### src/rtl/core/sbdcr_pkg.sv
package sbdcr_pkg;

  localparam int CFG_IDX_W = 8;
  localparam int CFG_DATA_W = 16;
  localparam int SENSE_W = 32;
  localparam int LOCK_NUM_W = 6;

  localparam logic [CFG_IDX_W-1:0] REG_DETECT_INTERVAL = 8'd0;
  localparam logic [CFG_IDX_W-1:0] REG_REPORT_INTERVAL = 8'd1;

  localparam logic [15:0] DETECT_INTERVAL_RESET = 16'd20;
  localparam logic [15:0] REPORT_INTERVAL_RESET = 16'd50;

  localparam logic [LOCK_NUM_W-1:0] LOCK_NUM_BASE = 6'h01;

  typedef enum logic [1:0] {
    PH_READY,
    PH_FIRST,
    PH_SECOND,
    PH_COMMIT
  } phase_t;

  typedef struct packed {
    logic                  found;
    logic [LOCK_NUM_W-1:0] index;
    logic [LOCK_NUM_W-1:0] count;
  } scan_t;

endpackage

### src/rtl/core/sbdcr_if.sv
interface sbdcr_in_if;
  logic                           valid;
  logic                           ready;
  logic [sbdcr_pkg::SENSE_W-1:0]  lock_inputs;

  modport source (output valid, output lock_inputs, input ready);
  modport sink (input valid, input lock_inputs, output ready);
endinterface

interface sbdcr_out_if;
  logic                             valid;
  logic                             ready;
  logic [sbdcr_pkg::LOCK_NUM_W-1:0] lock_number;
  logic                             new_level;
  logic [sbdcr_pkg::SENSE_W-1:0]    debounced_state;

  modport source (output valid, output lock_number, output new_level,
                  output debounced_state, input ready);
  modport sink (input valid, input lock_number, input new_level,
                input debounced_state, output ready);
endinterface

interface sbdcr_cfg_if;
  logic                             valid;
  logic                             ready;
  logic [sbdcr_pkg::CFG_IDX_W-1:0]  index;
  logic [sbdcr_pkg::CFG_DATA_W-1:0] data;

  modport source (output valid, output index, output data, input ready);
  modport sink (input valid, input index, input data, output ready);
endinterface

### src/rtl/core/switch_bank_debounce_change_reporter.sv
// switch bank debounce change reporter
// lock_in: one request per timer tick, carrying the parallel lock sense word.
// report_out: zero or one request per tick, giving the one-based lock number,
//   its new debounced level and the whole committed debounced word.
// cfg: register writes (index 0 detect interval, index 1 report interval), always ready
//   outside reset; the user makes them only while no tick is in flight, not enforced.
// flow: a tick is taken into an input register, worked through combinationally, and
//   its report, if any, is registered onto report_out once the report register is free.
// throughput: one tick per cycle while report_out does not stall; all per-tick work
//   (timer decrement, debounce phase, popcount and lowest-bit search over the lock
//   word) sits between the input register and the report register.
// reset (rst, synchronous): intervals return to 20 and 50 ticks, the
//   debouncer goes to its ready phase, timers and lock words clear and any
//   held report is dropped; lock_in and cfg are not ready during reset.
// stall: a report held on report_out keeps its value until taken; the tick
//   in the input register waits behind it and lock_in drops ready, so no
//   tick or report is lost.
module switch_bank_debounce_change_reporter #(
  parameter int NUM_LOCKS = 32
) (
  input  logic          clk,
  input  logic          rst,
  sbdcr_in_if.sink      lock_in,
  sbdcr_out_if.source   report_out,
  sbdcr_cfg_if.sink     cfg
);

  localparam int LW = (NUM_LOCKS < sbdcr_pkg::SENSE_W) ? NUM_LOCKS : sbdcr_pkg::SENSE_W;
  localparam int LIDX_W = $clog2(LW);

  logic                  s1_valid;
  logic [LW-1:0]         s1_sense;
  logic                  advance;

  logic [15:0]           detect_interval;
  logic [15:0]           report_interval;

  sbdcr_pkg::phase_t     phase, phase_next;
  logic [LW-1:0]         first_sample, first_sample_next;
  logic [LW-1:0]         second_sample, second_sample_next;
  logic [LW-1:0]         stable_state, stable_state_next;
  logic [LW-1:0]         reported_bits, reported_bits_next;
  logic [LW-1:0]         target_bits, target_bits_next;
  logic [15:0]           detect_timer, detect_timer_next;
  logic [15:0]           report_timer, report_timer_next;
  logic [sbdcr_pkg::LOCK_NUM_W-1:0] pending_count, pending_count_next;

  logic [15:0]           dt_dec, rt_dec;
  logic                  snapshot;
  logic [LW-1:0]         rep_base;
  logic [LW-1:0]         diff;
  logic [sbdcr_pkg::LOCK_NUM_W-1:0] pend_base;
  logic                  emit;
  sbdcr_pkg::scan_t      scan;
  logic [LIDX_W-1:0]     bit_sel;

  logic                  out_valid;
  logic [sbdcr_pkg::LOCK_NUM_W-1:0] out_lock_number;
  logic                  out_new_level;
  logic [sbdcr_pkg::SENSE_W-1:0]    out_debounced_state;

  assign advance       = s1_valid && (!out_valid || report_out.ready);
  assign lock_in.ready = !rst && (!s1_valid || advance);
  assign cfg.ready     = !rst;

  // snapshot of the debounced word when the reporter runs idle
  assign rt_dec   = (report_timer != 16'd0) ? report_timer - 16'd1 : report_timer;
  assign snapshot = (rt_dec == 16'd0) && (pending_count == '0);
  assign rep_base = snapshot ? target_bits : reported_bits;
  assign target_bits_next = snapshot ? stable_state_next : target_bits;
  assign diff     = rep_base ^ target_bits_next;

  sbdcr_diff_scan #(.W(LW)) u_scan (
    .diff (diff),
    .scan (scan)
  );

  assign bit_sel = scan.index[LIDX_W-1:0];

  always_comb begin
    dt_dec = (detect_timer != 16'd0) ? detect_timer - 16'd1 : detect_timer;
    phase_next = phase;
    first_sample_next = first_sample;
    second_sample_next = second_sample;
    stable_state_next = stable_state;
    detect_timer_next = dt_dec;
    case (phase)
      sbdcr_pkg::PH_READY: begin
        detect_timer_next = detect_interval;
        phase_next = sbdcr_pkg::PH_FIRST;
      end
      sbdcr_pkg::PH_FIRST: begin
        if (dt_dec == 16'd0) begin
          first_sample_next = s1_sense;
          detect_timer_next = detect_interval;
          phase_next = sbdcr_pkg::PH_SECOND;
        end
      end
      sbdcr_pkg::PH_SECOND: begin
        if (dt_dec == 16'd0) begin
          second_sample_next = s1_sense;
          phase_next = sbdcr_pkg::PH_COMMIT;
        end
      end
      default: begin
        if (first_sample == second_sample) begin
          stable_state_next = first_sample;
        end
        phase_next = sbdcr_pkg::PH_READY;
      end
    endcase
  end

  always_comb begin
    pend_base = snapshot ? scan.count : pending_count;
    emit = 1'b0;
    reported_bits_next = rep_base;
    pending_count_next = pend_base;
    report_timer_next = rt_dec;
    if (rt_dec == 16'd0) begin
      if (pend_base != '0) begin
        emit = scan.found;
        if (scan.found) begin
          reported_bits_next = rep_base ^ (LW'(1) << bit_sel);
        end
        pending_count_next = pend_base - sbdcr_pkg::LOCK_NUM_W'(1);
      end
      report_timer_next = report_interval;
    end
  end

  always_ff @(posedge clk) begin
    if (rst) begin
      s1_valid <= 1'b0;
    end else if (lock_in.valid && lock_in.ready) begin
      s1_valid <= 1'b1;
    end else if (advance) begin
      s1_valid <= 1'b0;
    end
  end

  always_ff @(posedge clk) begin
    if (lock_in.valid && lock_in.ready) begin
      s1_sense <= lock_in.lock_inputs[LW-1:0];
    end
  end

  always_ff @(posedge clk) begin
    if (rst) begin
      detect_interval <= sbdcr_pkg::DETECT_INTERVAL_RESET;
      report_interval <= sbdcr_pkg::REPORT_INTERVAL_RESET;
    end else if (cfg.valid && cfg.ready) begin
      case (cfg.index)
        sbdcr_pkg::REG_DETECT_INTERVAL: detect_interval <= cfg.data;
        sbdcr_pkg::REG_REPORT_INTERVAL: report_interval <= cfg.data;
        default: ;
      endcase
    end
  end

  always_ff @(posedge clk) begin
    if (rst) begin
      phase         <= sbdcr_pkg::PH_READY;
      first_sample  <= '0;
      second_sample <= '0;
      stable_state  <= '0;
      reported_bits <= '0;
      target_bits   <= '0;
      detect_timer  <= '0;
      report_timer  <= '0;
      pending_count <= '0;
    end else if (advance) begin
      phase         <= phase_next;
      first_sample  <= first_sample_next;
      second_sample <= second_sample_next;
      stable_state  <= stable_state_next;
      reported_bits <= reported_bits_next;
      target_bits   <= target_bits_next;
      detect_timer  <= detect_timer_next;
      report_timer  <= report_timer_next;
      pending_count <= pending_count_next;
    end
  end

  always_ff @(posedge clk) begin
    if (rst) begin
      out_valid <= 1'b0;
    end else if (advance) begin
      out_valid <= emit;
    end else if (report_out.ready) begin
      out_valid <= 1'b0;
    end
  end

  always_ff @(posedge clk) begin
    if (advance) begin
      out_lock_number     <= scan.index + sbdcr_pkg::LOCK_NUM_BASE;
      out_new_level       <= target_bits_next[bit_sel];
      out_debounced_state <= sbdcr_pkg::SENSE_W'(stable_state_next);
    end
  end

  assign report_out.valid           = out_valid;
  assign report_out.lock_number     = out_lock_number;
  assign report_out.new_level       = out_new_level;
  assign report_out.debounced_state = out_debounced_state;

endmodule

### src/rtl/core/sbdcr_diff_scan.sv
module sbdcr_diff_scan #(
  parameter int W = 32
) (
  input  logic [W-1:0]     diff,
  output sbdcr_pkg::scan_t scan
);

  always_comb begin
    scan.found = |diff;
    scan.index = '0;
    scan.count = '0;
    // lowest set bit wins
    for (int i = W - 1; i >= 0; i--) begin
      if (diff[i]) begin
        scan.index = sbdcr_pkg::LOCK_NUM_W'(i);
      end
    end
    for (int i = 0; i < W; i++) begin
      scan.count = scan.count + sbdcr_pkg::LOCK_NUM_W'(diff[i]);
    end
  end

endmodule

### src/flat_wrapper.sv
// flat-port wrapper written by rule: the top's interface ports become plain ports
module switch_bank_debounce_change_reporter_flat 
#(
  parameter int NUM_LOCKS = 32
)
  (clk, rst, lock_in_valid, lock_in_lock_inputs, lock_in_ready, report_out_valid, report_out_lock_number, report_out_new_level, report_out_debounced_state, report_out_ready, cfg_valid, cfg_index, cfg_data, cfg_ready);
  sbdcr_in_if lock_in_i ();
  sbdcr_out_if report_out_i ();
  sbdcr_cfg_if cfg_i ();
  input  logic clk;
  input  logic rst;
  input wire logic [$bits(lock_in_i.valid)-1:0] lock_in_valid;
  input wire logic [$bits(lock_in_i.lock_inputs)-1:0] lock_in_lock_inputs;
  output wire logic [$bits(lock_in_i.ready)-1:0] lock_in_ready;
  output wire logic [$bits(report_out_i.valid)-1:0] report_out_valid;
  output wire logic [$bits(report_out_i.lock_number)-1:0] report_out_lock_number;
  output wire logic [$bits(report_out_i.new_level)-1:0] report_out_new_level;
  output wire logic [$bits(report_out_i.debounced_state)-1:0] report_out_debounced_state;
  input wire logic [$bits(report_out_i.ready)-1:0] report_out_ready;
  input wire logic [$bits(cfg_i.valid)-1:0] cfg_valid;
  input wire logic [$bits(cfg_i.index)-1:0] cfg_index;
  input wire logic [$bits(cfg_i.data)-1:0] cfg_data;
  output wire logic [$bits(cfg_i.ready)-1:0] cfg_ready;
  assign lock_in_i.valid = lock_in_valid;
  assign lock_in_i.lock_inputs = lock_in_lock_inputs;
  assign lock_in_ready = lock_in_i.ready;
  assign report_out_valid = report_out_i.valid;
  assign report_out_lock_number = report_out_i.lock_number;
  assign report_out_new_level = report_out_i.new_level;
  assign report_out_debounced_state = report_out_i.debounced_state;
  assign report_out_i.ready = report_out_ready;
  assign cfg_i.valid = cfg_valid;
  assign cfg_i.index = cfg_index;
  assign cfg_i.data = cfg_data;
  assign cfg_ready = cfg_i.ready;
  switch_bank_debounce_change_reporter #(.NUM_LOCKS(NUM_LOCKS)) u_core (.clk(clk), .rst(rst), .lock_in(lock_in_i), .report_out(report_out_i), .cfg(cfg_i));
endmodule
### config.mk
export PLATFORM = sky130hd
export DESIGN_NAME = switch_bank_debounce_change_reporter_flat
export DESIGN_NICKNAME = d
export VERILOG_FILES = /design/src/rtl/core/sbdcr_pkg.sv /design/src/rtl/core/sbdcr_if.sv /design/src/rtl/core/switch_bank_debounce_change_reporter.sv /design/src/rtl/core/sbdcr_diff_scan.sv /design/src/flat_wrapper.sv
export SDC_FILE = /design/constraint.sdc
export NUM_CORES = 1
export LEC_CHECK = 0
export ABC_AREA = 1
export BUFFER_PORTS_ARGS = -buffer_cell sky130_fd_sc_hd__buf_2
export CAP_MARGIN = 0
export CORE_MARGIN = 2
export CORE_UTILIZATION = 30
export DETAILED_ROUTE_END_ITERATION = 16
export GPL_TIMING_DRIVEN = 1
export PLACE_DENSITY_LB_ADDON = 0.2
export SETUP_SLACK_MARGIN = 0.02
export SLEW_MARGIN = 10
export SYNTH_ARGS = -nofsm -noshare
export SYNTH_HDL_FRONTEND = slang
export SYNTH_HIERARCHICAL = 1
export SYNTH_SLANG_ARGS = --single-unit
export TNS_END_PERCENT = 20
### constraint.sdc
create_clock -name clk -period 8.45 [get_ports clk]
set_clock_uncertainty 0.15 [all_clocks]
set_input_delay 0.845 -clock clk [delete_from_list [all_inputs] [get_ports clk]]
set_output_delay 0.845 -clock clk [all_outputs]
set_load 0.02 [all_outputs]
== After elaboration in Yosys (flattened, before gate mapping) ==
Cells that the tools add are included.
W data, S select, Z words.
Storage, ports and cells
  bits in registers: 305
  input bits: 61
  output and inout bits: 42
  logic and storage cells: 147
Operators by class
  add/subtract/negate cells: 35
  magnitude comparators: 1
  equality and inequality tests: 6
  shift operators: 1
  multiplexer cells: 58
  bitwise logic cells: 2
  reduce and logical (&&, ||, !) cells: 27
Operators with widths (number)
  $mux W32: 7
  $mux W6: 34
  $add A6 B1 Y6: 26
  $mux W16: 4
  $xor A32 B32 Y32: 2
  $eq A32 B32 Y1: 1
  $logic_not A16 Y1: 2
  $pmux W16 S2: 1
  $reduce_bool A16 Y1: 2
  $reduce_or A32 Y1: 1
  $shl A1 B5 Y32 const A: 1
  $sub A16 B1 Y16 const B: 2
  $reduce_and A3 Y1: 3
  $eq A8 B1 Y1 const B: 1
  $logic_not A8 Y1: 1
  $mux W1: 7
  $add A5 B1 Y6: 1
  $add A6 B1 Y6 const B: 1
  $logic_not A6 Y1: 1
  $lt A5 B6 Y1 const B: 1
  $pmux W2 S3: 1
  $reduce_bool A6 Y1: 1
  $sub A6 B1 Y6 const B: 1
  $add A4 B1 Y5: 1
  other kinds (16): 27

== Longest topological paths before layout ==
  depth in word-level cells: 43
  gate-level depth with buffers: 60
  mapped depth without buffers: 57

== Modules after synthesis ==
Netlist, hierarchy kept.
Modules (own cells, without submodules)
  switch_bank_debounce_change_reporter: instances 1, cells each 2388, area an instance 16253.1 µm², sequential area each 6816.5 µm²
  sbdcr_diff_scan: instances 1, cells each 175, area an instance 1266.2 µm², sequential area each 0.0 µm²

== Worst setup path after synthesis ==
No wires, ideal clock.
  path type: flip-flop to flip-flop
  start: reg u_core.report_timer[0]
  end: reg u_core.reported_bits[26]
  library setup time: 0.186 ns
  arrival time: 7.557 ns
  required time: 8.114 ns
  setup slack: 0.557 ns
  cell stages (with the launch flop): 43
  path buffers: 5
  clock period less this slack: 7.893 ns
  path through: dfxtp_1 -> inv_1 -> ha_1 -> nand2_4 -> nor2_4 -> nand2_2 -> buf_6 -> nand2_1 -> nand2_1 -> nor2_1 -> nand2_2 -> nor2_8 -> nand2_4 -> buf_2 -> buf_2 -> nand2_1 -> o21ai_0 -> xor2_1 -> [... 7 more ...] -> fa_1 -> fa_1 -> inv_1 -> fa_1 -> fa_1 -> a21oi_1 -> nor2_1 -> nor2_1 -> xnor2_1 -> nand2_2 -> nand2_2 -> nor2_2 -> nand3_2 -> buf_6 -> buf_6 -> nand3_1 -> nand2_1 -> a21oi_1
RTL lines
  start: declaration: line switch_bank_debounce_change_reporter.sv:45  | logic [15:0] report_timer, report_timer_next;
  start signal: assignment: line switch_bank_debounce_change_reporter.sv:180  | report_timer <= report_timer_next;
  end signal: assignment: line switch_bank_debounce_change_reporter.sv:177  | reported_bits <= reported_bits_next;
  end: declaration: line switch_bank_debounce_change_reporter.sv:42  | logic [LW-1:0] reported_bits, reported_bits_next;

==> metrics <==
status completed; Max-Cap Viols 0; Critical Path Fanout Max 10; # IOs 103; Die W 246 um; Final Cycle Share 0.977; clock root buffer master clkbuf_16; Cell variety after synth 51; Synthesized Nets 2672; Peak VDD IR 0.270 mV; Power Density 235 nW/um^2; htree depth 2; hold path cells 1; Routed Wire Length 57800 um; Fin. Hold Viols 0; final worst slack 0.193 ns; cell mode on critical path fa_1; Pint 3310 uW; RR Startpoint u_core/report_timer[1]; Ys Warns 6; worst slew pin tran 1.19 ns; max-slew violation count 0; total negative slack 0 ns; clk slew on worst S/H paths 0.06 ns; die height 246 um; row cnt 88; Clock power frac 0.352; Syn Inst Count 2563; Num CTS Buffers 38; CORE AREA 57700 sq um; worst relative slew slack 0.207; unrepaired setup endpoints after global routing yes; WP data required 8.71 ns; Yosys top cell area share 0.267; critical path startpoint u_core/report_timer[1]; vias in the first global route 15200; synthesized cell area 17500 sq um; initial antenna violation count 0; Iter 0 DRT Violations 1265; CTS max path bufs 3; switching power 1760 uW; grt ovf 0; Setup CP Type reg2reg; share of cells above drive strength 1 0.162; Final nets 2821; post-DR vias/cell 4.80; crit path DAT 8.52 ns; starting density of the core 0.304; hold path startpoint lock_in_lock_inputs[10]; Crit path largest cell delay 0.51 ns; largest area contributor in the netlist dfxtp_1; Layout area overhead 23.3%; Synth Register Bits 305; Crit. End Element register; top cells by area in the synthesized netlist dfxtp_1 (27%), nand2_1 (16%), edfxtp_1 (12%); Pre-antenna DRT Iters 5; R2R cell count 41; All-Layer GR Usage 0.180; HPWL after DPL 40100 um; fmax 121 MHz; DIE AREA 60300 sq um; Seq/Total Area, Yosys 0.389; TritonCTS clock tree yes; Leak Pwr 0.00978 uW; Gate power share 0.332; count of final setup violators 0; clock sink total 305; vias post-DR 16800; I/O Buffers 102; clock latency on the worst-skew pair 0.58 ns; first-pass GRT wire length 85500 um; min-delay worst type in2reg; Placer Congestion 0.903; startpoint types register; syn_area_per_cell 6.84 sq um; final routed DRC violation total 0; fill cell count 6206; largest net degree at the start of global routing 104; Routed WL per cell 16.5 um; Antenna Nets Post-Route 0; CP max-delay cell fa_1; Switching Share 0.347; share of power burned in registers 0.317; post-layout min period 8.26 ns; DP Worst Slack -0.0619 ns; hold-fix buffers at CTS 0
[cell usage in the layout (no fill, tap or decap), drive strengths merged, types with 15 or more instances in the layout]
| master | netlist | final |
|---|---|---|
| nand2 | 744 | 747 |
| inv | 381 | 384 |
| dfxtp | 234 | 234 |
| buf | 32 | 212 |
| o21ai | 206 | 206 |
| a21oi | 190 | 190 |
| nor2 | 188 | 188 |
| nand3 | 180 | 181 |
| edfxtp | 71 | 71 |
| clkbuf | 82 | 54 |
| nor3 | 39 | 39 |
| xor2 | 30 | 30 |
| xnor2 | 29 | 29 |
| ha | 24 | 24 |
| fa | 24 | 24 |
| nand4 | 20 | 20 |
| o211ai | 19 | 19 |
| a31oi | 16 | 16 |
| clkinv | 5 | 15 |
[per-layer routing]
layer	global-route usage	vias to the layer above	wire, um
met5	0	-	0
met4	0.0565	0	1860
met3	0.0244	97	2860
met2	0.290	430	26400
met1	0.248	7839	26600
li1	-	8477	-
[stage by stage]
step	hold slack [ns]	total power (uW)	util	instances	instance area [sq um]
floorplan	0.266	2700	-	2563	17500
global placement	0.287	3120	0.331	3388	19100
detailed placement	0.297	3120	0.331	3388	19100
CTS	0.269	4940	0.355	3458	20500
global route	0.270	5410	0.374	3507	21600
finish	0.304	5070	0.374	3508	21600
[state kept, by name (all words and copies together), names as in the netlist]
| signal | count |
|---|---|
| u_core/stable_state | 32 |
| u_core/report_out.lock_number | 6 |
| u_core/first_sample | 32 |
| u_core/report_timer | 16 |
| u_core/target_bits | 32 |
| u_core/detect_interval | 16 |
| u_core/pending_count | 6 |
| u_core/second_sample | 32 |
| u_core/detect_timer | 16 |
| u_core/reported_bits | 32 |
| u_core/s1_sense | 32 |
| u_core/report_interval | 16 |
| u_core/phase | 2 |
| u_core/report_out.debounced_state | 32 |
| u_core/report_out.valid | 1 |
| u_core/s1_valid | 1 |
| u_core/report_out.new_level | 1 |
[synth_stat cells (all sizes together)]
| cell type | count |
|---|---|
| o31ai | 1 |
| a211oi | 1 |
| conb | 1 |
| buf | 32 |
| a21boi | 1 |
| and3 | 1 |
| nand3 | 180 |
| bufinv | 4 |
| xnor2 | 29 |
| ha | 24 |
| nand3b | 10 |
| clkinv | 5 |
| edfxtp | 71 |
| nor3 | 39 |
| or2 | 5 |
| inv | 381 |
| nor4 | 7 |
| and2 | 2 |
| o211ai | 19 |
| a311oi | 2 |
| nor2 | 188 |
| clkbuf | 82 |
| o22ai | 1 |
| or4 | 1 |
| o21bai | 3 |
| nand4 | 20 |
| o21a | 1 |
| o21ai | 206 |
| a31oi | 16 |
| a21oi | 190 |
| o221ai | 7 |
| dfxtp | 234 |
| nand2 | 744 |
| fa | 24 |
| xor2 | 30 |
| a41oi | 1 |
[what timing repair did]
item | CTS | global route
buffers inserted | 0 | 36
resized for setup | 8 | 159
pin swaps | 0 | 50
cloned | 0 | 13
setup endpoints to repair | 33 | 38
[critical path, delay by kind of cell, from the launching register on]
kind                     cells  cell delay (ns)
flip-flops                   1             0.38
XOR/XNOR                     2             0.33
buffers and inverters        8             0.99
AND/OR/NAND/NOR             19             1.89
adder cells (fa/ha/maj)      9             3.89
AO/OA/AOI/OAI                3             0.43
[cell type report]
cell class	instances	area (sq um)	share of cell area
antenna	1	2.50	0.000116
clock buffer	47	1040	0.0480
clock inverter	23	319	0.0148
inverter	390	1520	0.0705
multi-input combinational	1758	9310	0.431
sequential	305	6840	0.316
tap	765	957	0.0443
timing repair buffer	219	1620	0.0749
[power groups by stage]
stage                     Clock, uW  Combinational, uW  Sequential [uW]
final                          1780               1680             1610
after global routing           1890               1900             1610
after CTS                      1840               1500             1600
after detailed placement          0               1490             1630
after global placement            0               1490             1630
after floorplan                   0               1060             1640
[cells by family (layout without fill, tap and decap cells)]
| logic type | Yosys count | in the layout | synth area share |
|---|---|---|---|
| DFF | 305 | 305 | 0.389 |
| and+or+nand+nor | 1197 | 1201 | 0.286 |
| other | 1 | 2 | 0.000214 |
| xor gates and xnor gates | 59 | 59 | 0.0295 |
| buffers and inverters | 504 | 679 | 0.115 |
| AOI/OAI and AO/OA | 449 | 449 | 0.136 |
| adders and majority gates | 48 | 48 | 0.0446 |
[path summary, 6_finish.rpt]
| check | to | slack [ns] |
|---|---|---|
| worst max-delay path | u_core/reported_bits[4] | 0.19 |
| worst min register to register | u_core/report_interval[4] | 0.31 |
| worst max register to register | u_core/reported_bits[4] | 0.19 |
| worst min-delay path | u_core/s1_sense[10] | 0.30 |
Power figures use the tool's default switching activity.
